==> src/rtl/stl_pkg.sv <==
// Shared types and constants for the script token lexer.
// No dependencies; imported by every module of the block.
package stl_pkg;

    typedef enum logic [2:0] {
        MODE_SKIP    = 3'd0,
        MODE_SLASH   = 3'd1,
        MODE_COMMENT = 3'd2,
        MODE_QUOTED  = 3'd3,
        MODE_WORD    = 3'd4
    } t_mode;

    localparam logic [1:0] KIND_WORD    = 2'd0;
    localparam logic [1:0] KIND_QUOTED  = 2'd1;
    localparam logic [1:0] KIND_SPECIAL = 2'd2;

    localparam logic [7:0] CH_NUL     = 8'h00;
    localparam logic [7:0] CH_SPACE   = 8'h20;
    localparam logic [7:0] CH_NEWLINE = 8'h0A;
    localparam logic [7:0] CH_QUOTE   = 8'h22;
    localparam logic [7:0] CH_SLASH   = 8'h2F;
    localparam logic [7:0] CH_LBRACE  = 8'h7B;
    localparam logic [7:0] CH_RBRACE  = 8'h7D;
    localparam logic [7:0] CH_LPAREN  = 8'h28;
    localparam logic [7:0] CH_RPAREN  = 8'h29;
    localparam logic [7:0] CH_APOS    = 8'h27;
    localparam logic [7:0] CH_COMMA   = 8'h2C;

    localparam int MAX_RESULTS = 3;

    typedef struct packed {
        logic [7:0] token_byte;
        logic       byte_valid;
        logic       token_end;
        logic [1:0] token_kind;
        logic       text_end;
    } t_result;

    typedef struct packed {
        t_result [MAX_RESULTS-1:0] res;
        logic [1:0]                count;
    } t_bundle;

    function automatic t_result mk_result(logic [7:0] chr, logic valid, logic end_tok,
                                          logic [1:0] kind, logic end_text);
        t_result r;
        r.token_byte = chr;
        r.byte_valid = valid;
        r.token_end  = end_tok;
        r.token_kind = kind;
        r.text_end   = end_text;
        return r;
    endfunction

    function automatic logic is_special(logic [7:0] c);
        return (c == CH_LBRACE) || (c == CH_RBRACE) || (c == CH_LPAREN) ||
               (c == CH_RPAREN) || (c == CH_APOS) || (c == CH_COMMA);
    endfunction

endpackage

==> src/rtl/stl_decode.sv <==
// Lexer mode register and per-byte decode into up to three results.
// Depends on stl_pkg.
module stl_decode
    import stl_pkg::*;
(
    input  logic       i_clk,
    input  logic       i_rst_n,
    input  logic       i_accept,
    input  logic [7:0] i_text_byte,
    output t_bundle    o_bundle
);

    t_mode      r_mode;
    t_mode      n_mode;
    t_result    zero_res;
    t_result    slash_res;
    t_result    w_res0;
    t_result    w_res1;
    logic [1:0] w_cnt;
    logic       c_blank;

    assign zero_res  = mk_result(CH_NUL, 1'b0, 1'b0, KIND_WORD, 1'b0);
    assign slash_res = mk_result(CH_SLASH, 1'b1, 1'b0, KIND_WORD, 1'b0);
    assign c_blank   = (i_text_byte <= CH_SPACE);

    // in-word handling shared by word and slash modes
    always_comb begin
        w_res0 = zero_res;
        w_res1 = zero_res;
        w_cnt  = 2'd1;
        if (i_text_byte == CH_NUL) begin
            w_res0 = mk_result(CH_NUL, 1'b0, 1'b1, KIND_WORD, 1'b0);
            w_res1 = mk_result(CH_NUL, 1'b0, 1'b0, KIND_WORD, 1'b1);
            w_cnt  = 2'd2;
        end else if (c_blank) begin
            w_res0 = mk_result(CH_NUL, 1'b0, 1'b1, KIND_WORD, 1'b0);
        end else if (is_special(i_text_byte)) begin
            w_res0 = mk_result(CH_NUL, 1'b0, 1'b1, KIND_WORD, 1'b0);
            w_res1 = mk_result(i_text_byte, 1'b1, 1'b1, KIND_SPECIAL, 1'b0);
            w_cnt  = 2'd2;
        end else begin
            w_res0 = mk_result(i_text_byte, 1'b1, 1'b0, KIND_WORD, 1'b0);
        end
    end

    always_comb begin
        n_mode = r_mode;
        case (r_mode)
            MODE_SLASH, MODE_WORD: begin
                if ((r_mode == MODE_SLASH) && (i_text_byte == CH_SLASH)) begin
                    n_mode = MODE_COMMENT;
                end else if ((i_text_byte <= CH_SPACE) || is_special(i_text_byte)) begin
                    n_mode = MODE_SKIP;
                end else begin
                    n_mode = MODE_WORD;
                end
            end
            MODE_COMMENT: begin
                if ((i_text_byte == CH_NUL) || (i_text_byte == CH_NEWLINE)) begin
                    n_mode = MODE_SKIP;
                end
            end
            MODE_QUOTED: begin
                if ((i_text_byte == CH_QUOTE) || (i_text_byte == CH_NUL)) begin
                    n_mode = MODE_SKIP;
                end
            end
            default: begin
                if (c_blank || is_special(i_text_byte)) begin
                    n_mode = MODE_SKIP;
                end else if (i_text_byte == CH_SLASH) begin
                    n_mode = MODE_SLASH;
                end else if (i_text_byte == CH_QUOTE) begin
                    n_mode = MODE_QUOTED;
                end else begin
                    n_mode = MODE_WORD;
                end
            end
        endcase
    end

    always_comb begin
        o_bundle.res   = {zero_res, zero_res, zero_res};
        o_bundle.count = 2'd0;
        case (r_mode)
            MODE_SLASH: begin
                if (i_text_byte != CH_SLASH) begin
                    o_bundle.res   = {w_res1, w_res0, slash_res};
                    o_bundle.count = w_cnt + 2'd1;
                end
            end
            MODE_WORD: begin
                o_bundle.res   = {zero_res, w_res1, w_res0};
                o_bundle.count = w_cnt;
            end
            MODE_COMMENT: begin
                if (i_text_byte == CH_NUL) begin
                    o_bundle.res[0] = mk_result(CH_NUL, 1'b0, 1'b0, KIND_WORD, 1'b1);
                    o_bundle.count  = 2'd1;
                end
            end
            MODE_QUOTED: begin
                if (i_text_byte == CH_QUOTE) begin
                    o_bundle.res[0] = mk_result(CH_NUL, 1'b0, 1'b1, KIND_QUOTED, 1'b0);
                    o_bundle.count  = 2'd1;
                end else if (i_text_byte == CH_NUL) begin
                    o_bundle.res[0] = mk_result(CH_NUL, 1'b0, 1'b1, KIND_QUOTED, 1'b0);
                    o_bundle.res[1] = mk_result(CH_NUL, 1'b0, 1'b0, KIND_WORD, 1'b1);
                    o_bundle.count  = 2'd2;
                end else begin
                    o_bundle.res[0] = mk_result(i_text_byte, 1'b1, 1'b0, KIND_QUOTED, 1'b0);
                    o_bundle.count  = 2'd1;
                end
            end
            default: begin
                if (i_text_byte == CH_NUL) begin
                    o_bundle.res[0] = mk_result(CH_NUL, 1'b0, 1'b0, KIND_WORD, 1'b1);
                    o_bundle.count  = 2'd1;
                end else if (c_blank || (i_text_byte == CH_SLASH) ||
                             (i_text_byte == CH_QUOTE)) begin
                    o_bundle.count = 2'd0;
                end else if (is_special(i_text_byte)) begin
                    o_bundle.res[0] = mk_result(i_text_byte, 1'b1, 1'b1, KIND_SPECIAL, 1'b0);
                    o_bundle.count  = 2'd1;
                end else begin
                    o_bundle.res[0] = mk_result(i_text_byte, 1'b1, 1'b0, KIND_WORD, 1'b0);
                    o_bundle.count  = 2'd1;
                end
            end
        endcase
    end

    always_ff @(posedge i_clk) begin
        if (!i_rst_n) begin
            r_mode <= MODE_SKIP;
        end else if (i_accept) begin
            r_mode <= n_mode;
        end
    end

endmodule

==> src/rtl/stl_emit.sv <==
// Result register and serializer: holds one byte's results, sends one per cycle unless stalled.
// Depends on stl_pkg.
module stl_emit
    import stl_pkg::*;
(
    input  logic    i_clk,
    input  logic    i_rst_n,
    input  logic    i_load,
    input  t_bundle i_bundle,
    input  logic    i_stall,
    output logic    o_ready,
    output logic    o_valid,
    output t_result o_res,
    output logic    o_run_last
);

    t_bundle    r_buf;
    logic [1:0] r_cnt;
    logic [1:0] r_idx;
    logic       take;

    assign o_valid    = (r_cnt != 2'd0);
    assign take       = o_valid && !i_stall;
    assign o_ready    = (r_cnt == 2'd0) || ((r_cnt == 2'd1) && !i_stall);
    assign o_res      = r_buf.res[r_idx];
    assign o_run_last = (r_cnt == 2'd1);

    always_ff @(posedge i_clk) begin
        if (!i_rst_n) begin
            r_cnt <= 2'd0;
            r_idx <= 2'd0;
        end else if (i_load && (i_bundle.count != 2'd0)) begin
            r_cnt <= i_bundle.count;
            r_idx <= 2'd0;
        end else if (take) begin
            r_cnt <= r_cnt - 2'd1;
            r_idx <= r_idx + 2'd1;
        end
    end

    always_ff @(posedge i_clk) begin
        if (i_load) begin
            r_buf <= i_bundle;
        end
    end

endmodule

==> src/rtl/script_token_lexer.sv <==
// Top level of the script token lexer: byte decode plus result serializer.
// Depends on stl_pkg, stl_decode and stl_emit.
//
//  channel | direction | handshake           | payload
//  text    | in        | i_valid / o_stall   | i_text_byte
//  token   | out       | o_valid / i_stall   | o_token_byte, o_byte_valid, o_token_end,
//          |           |                     | o_token_kind, o_text_end, o_run_last
//
// A byte is taken in any cycle in which the result register is empty or its last result
// leaves; its results (zero to three) appear from the cycle after it is taken and leave
// one per cycle unless stalled, and a byte with results holds the input until its last leaves.
// A new byte is taken while the last result of the previous byte is being taken.
// Reset returns the lexer to skipping white space and empties the result register.
// A stall on the output holds the current result and, once it is the last, the input.
module script_token_lexer
    import stl_pkg::*;
(
    input  logic       i_clk,
    input  logic       i_rst_n,
    input  logic       i_valid,
    output logic       o_stall,
    input  logic [7:0] i_text_byte,
    output logic       o_valid,
    input  logic       i_stall,
    output logic [7:0] o_token_byte,
    output logic       o_byte_valid,
    output logic       o_token_end,
    output logic [1:0] o_token_kind,
    output logic       o_text_end,
    output logic       o_run_last
);

    t_bundle bundle;
    t_result res;
    logic    ready;
    logic    accept;

    assign o_stall = !ready;
    assign accept  = i_valid && ready;

    stl_decode u_decode (
        .i_clk       (i_clk),
        .i_rst_n     (i_rst_n),
        .i_accept    (accept),
        .i_text_byte (i_text_byte),
        .o_bundle    (bundle)
    );

    stl_emit u_emit (
        .i_clk      (i_clk),
        .i_rst_n    (i_rst_n),
        .i_load     (accept),
        .i_bundle   (bundle),
        .i_stall    (i_stall),
        .o_ready    (ready),
        .o_valid    (o_valid),
        .o_res      (res),
        .o_run_last (o_run_last)
    );

    assign o_token_byte = res.token_byte;
    assign o_byte_valid = res.byte_valid;
    assign o_token_end  = res.token_end;
    assign o_token_kind = res.token_kind;
    assign o_text_end   = res.text_end;

endmodule

==> config.mk <==
export PLATFORM = sky130hd
export DESIGN_NAME = script_token_lexer
export DESIGN_NICKNAME = d
export VERILOG_FILES = /design/src/rtl/stl_pkg.sv /design/src/rtl/stl_decode.sv /design/src/rtl/stl_emit.sv /design/src/rtl/script_token_lexer.sv
export SDC_FILE = /design/constraint.sdc
export NUM_CORES = 1
export LEC_CHECK = 0
export BUFFER_PORTS_ARGS = -buffer_cell sky130_fd_sc_hd__buf_2
export CAP_MARGIN = 0
export CORE_ASPECT_RATIO = 1.1
export CORE_MARGIN = 3
export CORE_UTILIZATION = 52
export CTS_CLUSTER_DIAMETER = 30
export DETAILED_ROUTE_END_ITERATION = 8
export HOLD_SLACK_MARGIN = 0.08
export PLACE_DENSITY = 0.85
export SETUP_SLACK_MARGIN = 0.4
export SLEW_MARGIN = 10
export SYNTH_ARGS = -nofsm -noshare
export SYNTH_HDL_FRONTEND = slang
export SYNTH_SLANG_ARGS = --single-unit
==> constraint.sdc <==
create_clock -name i_clk -period 2.5 [get_ports i_clk]
set_clock_uncertainty 0.1 [all_clocks]
set_input_delay 0.125 -clock i_clk [delete_from_list [all_inputs] [get_ports i_clk]]
set_output_delay 0.125 -clock i_clk [all_outputs]
set_load 0.05 [all_outputs]
Word level (Yosys, flattened, before mapping)
Cells that the tools add are included.
{"block": "op_classes", "n_reduce_logical": 27, "n_addsub": 3, "shift": 0, "n_bitwise": 1, "multipliers": 0, "magnitude_cmp": 2, "mux": 33, "eq_ne": 17, "div": 0}
{"operator": "two-way mux 13 bit", "count": 9}
{"operator": "one-hot mux 15 bit (4 select lines)", "count": 1}
{"operator": "equality test 8 x 6 -> 1 bit (second input constant)", "count": 6}
{"operator": "two-way mux 15 bit", "count": 3}
{"operator": "one-hot mux 13 bit (3 select lines)", "count": 1}
{"operator": "two-way mux 28 bit", "count": 1}
{"operator": "binary-select mux 13 bit (select 2 bit)", "count": 1}
{"operator": "two-way mux 3 bit", "count": 8}
{"operator": "equality test 8 x 7 -> 1 bit (second input constant)", "count": 2}
{"operator": "two-way mux 2 bit", "count": 6}
{"operator": "logical OR 1 bit", "count": 11}
{"operator": "one-hot mux 3 bit (3 select lines)", "count": 1}
{"operator": "equality test 8 x 4 -> 1 bit (second input constant)", "count": 1}
{"operator": "less-or-equal comparator 8 x 6 -> 1 bit (second input constant)", "count": 1}
{"operator": "zero test 8 bit", "count": 1}
{"operator": "!= test 8 x 6 -> 1 bit (second input constant)", "count": 1}
{"operator": "equality test 3 x 2 -> 1 bit (second input constant)", "count": 2}
{"operator": "two-way mux 6 bit", "count": 1}
{"operator": "nonzero test 2 bit", "count": 3}
{"operator": "logical AND 1 bit", "count": 5}
{"operator": "adder 2 x 1 -> 2 bit (second input constant)", "count": 2}
{"operator": "!= test 2 x 1 -> 1 bit (second input constant)", "count": 2}
{"operator": "OR reduction 2 bit", "count": 2}
{"operator": "equality test 3 x 1 -> 1 bit (second input constant)", "count": 1}
{"operator": "10 further kinds", "count": 11}
{"block": "totals", "latchBits": 0, "memories": 0, "rom_bits": 0, "ramBits": 0, "ff_bits": 46}

Longest topological paths before layout
{"block": "depth", "depth_word": 15, "depth_mapped": 9, "mapped_depth_nobuf": 8}

Cells and area by module
Synthesis repeated with hierarchy kept, for this count alone.
{"block": "hier_totals", "cells_unflattened": 252, "area_unflattened_um2": 2588.7}
{"mod": "stl_emit", "cells_each": 110, "area_each_um2": 1704.1, "instances": 1}
{"mod": "stl_decode", "cells_each": 140, "area_each_um2": 874.6, "instances": 1}
{"mod": "script_token_lexer", "cells_each": 2, "area_each_um2": 10.0, "instances": 1}

Worst setup path before layout
Ideal clock, no wire load.
{"block": "synth_timing", "kind": "reg-to-reg", "from": "register u_emit.r_cnt[0]", "to": "register u_emit.r_cnt[0]", "stages_incl_launch_ff": 8, "arrival_time_ps": 2959, "n_path_buf": 0, "slack_ps": -674, "required_time_ps": 2285, "path_cell_list": "dfxtp_1 -> ha_1 -> a21oi_1 -> or2b_2 -> inv_1 -> o31a_1 -> nor2_1 -> o21a_1"}
{"block": "synth_via", "elab_chain_len": 6, "word_cells_on_any_way": 12}
{"item": "start: declaration", "line": "stl_emit.sv:18", "text": "logic [1:0] r_cnt;"}
{"item": "start signal: assignment", "line": "stl_emit.sv:33", "text": "r_cnt <= i_bundle.count;"}
{"item": "start signal: assignment", "line": "stl_emit.sv:36", "text": "r_cnt <= r_cnt - 2'd1;"}
{"item": "equality test 2 x 1 -> 1 bit (*)"}
{"item": "via o_run_last", "line": "script_token_lexer.sv:30", "text": "output logic o_run_last"}
{"item": "logical AND 1 bit (*)", "line": "stl_emit.sv:24", "text": "assign o_ready = (r_cnt == 2'd0) || ((r_cnt == 2'd1) && !i_stall);"}
{"item": "logical OR 1 bit (*)", "line": "stl_emit.sv:24"}
{"item": "logical AND 1 bit (*)", "line": "script_token_lexer.sv:39", "text": "assign accept = i_valid && ready;"}
{"item": "via accept", "line": "script_token_lexer.sv:36", "text": "logic accept;"}
{"item": "logical AND 1 bit (*)", "line": "stl_emit.sv:32", "text": "end else if (i_load && (i_bundle.count != 2'd0)) begin"}
{"item": "two-way mux 2 bit / nonzero test 2 bit (equally long branches)"}
The timed path passes the listed nets; every way through them passes the cells marked *. The select of a mux whose other input is x is not followed.
A chain may end at the register's enable or synchronous reset.

==> qor.txt <==
WL per Instance - 15.3 um
Cell with the most instances after synthesis - edfxtp_1
Critical path fanouts, max - 7
Hold Path Class - input port to register
# rows - 25
Asr flop ratio synth - 0%
Final wirelength - 4810 um
Tcrit/Tclk final - 79.3%
Number of synthesized flops with an enable pin - 35
Root buffer cell - clkbuf_8
Final TNS setup - 0 ns
Commonest cells in the netlist - edfxtp_1, nand2_1, o21ai_0
Detailed-placement wirelength estimate - 3500 um
Status - complete, no violations
Reg clk slew, reported paths - 0.07 ns
H-tree depth - 2
WS Path Type - register to register
Core Util, Final - 62.9%
Max Root-Sink Buffers - 2
Worst IR Drop VDD - 372 uV
Share of cells above drive strength 1 - 26.5%
Cell area after layout - 0.00275 mm2
Min Tclk post-route - 1.98 ns
First-pass GRT wire length - 8160 um
Seq cells post-synth - 42
Final hold slack - 0.152 ns
Leakage power - 0.00101 uW
TritonCTS clock tree - done
RSZ-0062 raised after global routing - false
P_sw - 1130 uW
Yosys top cell by area - edfxtp_1
Syn Nets - 246
Die W - 70.8 um
Final-report hold violation count - 0
Largest net degree at the start of global routing - 37
Int Pwr - 1590 uW
Max cap viols - 0
Top-area cell type share of the netlist area - 43.8%
Antenna cells - 0
Main synth FF type - edfxtp_1
Netlist cell types - 60
Port Buffer Count - 27
Power density cells - 986 mW/mm2
Core Area - 0.00438 mm2
Router iterations before antenna repair - 4
GRT Total Usage - 19.0%
Worst setup EP type - register
Setup violators final - 0
Total number of vias - 1,821
Post-DP Area - 0.00261 mm2
Worst endpoint required time - 2.54 ns
Die Ht - 77.3 um
Mapped Area - 0.00240 mm2
Vias/cell - 5.80
Vias in the first global route - 1,682
Fin nets - 273
Antenna Nets Post-Route - 0
Worst Setup Start Kind - register
Max Fclk - 0.504 GHz
Mapped Cells - 232
Number of remaining DRC errors - 0
Synth area leaders - edfxtp_1, dfxtp_1, mux2i_1
Combinational cell fraction of total power - 42.4%
Grt total ovfl - 0
Worst Path Arrival - 2.02 ns
Area delta synth->final - 14.7%
Initial antenna violation count - 0
Gpl congestion - 0.864
Initial Util - 54.8%
Cts bufs inserted - 5
DRT iter0 DRCs - 164
# clock sinks - 42
Clock network fraction of total power - 18.9%
Synthesis Warnings - 0
Die ar. - 0.00547 mm2
Sw frac - 41.4%
Slew Limit Fails - 0
Worst-Skew Late Latency - 0.29 ns
Setup Fix Bufs, Post-CTS - 0
# IOs - 28
Seq pwr share - 38.7%
Mean post-synth cell area - 10.3 um2
Sequential area share after synthesis - 49.6%
-- metal layers --
metal  global-route usage (%)  vias up  part of all wire (%)
li1                         -      898                     -
met1                     24.7      849                    42
met2                     31.4       65                    50
met3                     3.28        9                   5.8
met4                     6.77        0                   1.9
met5                        0        -                     0
-- worst max-delay path, stage by stage (launching register included) --
cell      delay, ns
dfxtp_4        0.40
inv_1          0.11
or3_1          0.44
a211oi_1       0.29
o21ai_1        0.13
a21boi_1       0.19
o21ai_0        0.18
-- cell type report --
| type | instances | area [um2] |
|---|---|---|
| Clock buffer | 6 | 72.6 |
| Fill cell | 351 | 1630 |
| Clock inverter | 2 | 33.8 |
| Tap cell | 54 | 67.6 |
| Sequential cell | 42 | 1200 |
| Inverter | 10 | 41.3 |
| Multi-Input combinational cell | 166 | 1150 |
| Timing Repair Buffer | 34 | 190 |
-- layout by cell type, fill, tap and decap left out, types with 2 or more instances in the layout --
cell type  instances
or3_1              2
buf_4              6
o211ai_1           2
a21boi_1           3
nand3_1            2
clkbuf_8           5
nor2b_1            8
dfxtp_4            2
or4_4              2
edfxtp_1          35
nand2_1           22
buf_2             27
a211oi_1           2
dfxtp_1            2
nand3b_1           3
nor3_2             2
mux2i_1           13
xnor2_1            2
inv_1              7
dfxtp_2            3
o21a_1             3
and2_1             8
o21ai_0            7
inv_2              2
nor2_1            16
xor2_1             2
a31oi_2            2
nor3_1             7
a21oi_4            2
a21o_1             4
a21oi_1            8
a21oi_2            3
or4_1              2
o21ai_1           11
-- kinds of logic after synthesis --
group	Yosys count	synth area share, %
AO/OA/AOI/OAI	59	17.6
XOR/XNOR	4	1.46
adder cells (fa/ha/maj)	2	1.04
buffers and inverters	24	4.85
flip-flops	42	49.6
multiplexers	13	5.42
other	1	0.156
AND/OR/NAND/NOR	87	19.9
-- final timing paths --
path / start / to / slack, ns / cells past startpoint
setup / recovery: u_decode.r_mode[2]$_SDFFE_PN0P_ / u_emit.r_buf[12]$_DFFE_PP_ / 0.52 / 6
hold / removal: i_text_byte[7] / u_emit.r_buf[14]$_DFFE_PP_ / 0.15 / 2
setup reg to reg: u_decode.r_mode[2]$_SDFFE_PN0P_ / u_emit.r_buf[12]$_DFFE_PP_ / 0.52 / 6
hold reg to reg: u_decode.r_mode[2]$_SDFFE_PN0P_ / u_decode.r_mode[2]$_SDFFE_PN0P_ / 0.43 / 2
-- state kept, by name, indices dropped and copies added (netlist names) --
| register | count |
|---|---|
| u_emit.r_buf | 35 |
| u_emit.r_idx | 2 |
| u_decode.r_mode | 3 |
| u_emit.r_cnt | 2 |
-- power groups by stage --
stage / clock (uW) / sequential [uW] / combinational, uW
finish: 513 / 1050 / 1150
global route: 550 / 1070 / 1240
CTS: 515 / 1050 / 1150
detailed placement: 0 / 1060 / 1150
global placement: 0 / 1050 / 1120
floorplan: 0 / 1030 / 931
-- through the flow --
| stage | total power (uW) | cells | worst slack [ns] |
|---|---|---|---|
| floorplan | 1970 | 232 | 0.230 |
| global placement | 2180 | 305 | 0.265 |
| detailed placement | 2210 | 305 | 0.202 |
| CTS | 2720 | 314 | 0.404 |
| global route | 2860 | 314 | 0.420 |
| finish | 2720 | 314 | 0.517 |
-- repair_timing --
item | in CTS | in global routing
endpoints found under the setup margin | 4 | 12
resized for setup | 3 | 8
hold buffers | 1 | 0
hold endpoints to repair | 7 | 0
gates cloned | 0 | 0
Note: power is estimated with default switching activity, not from simulation.
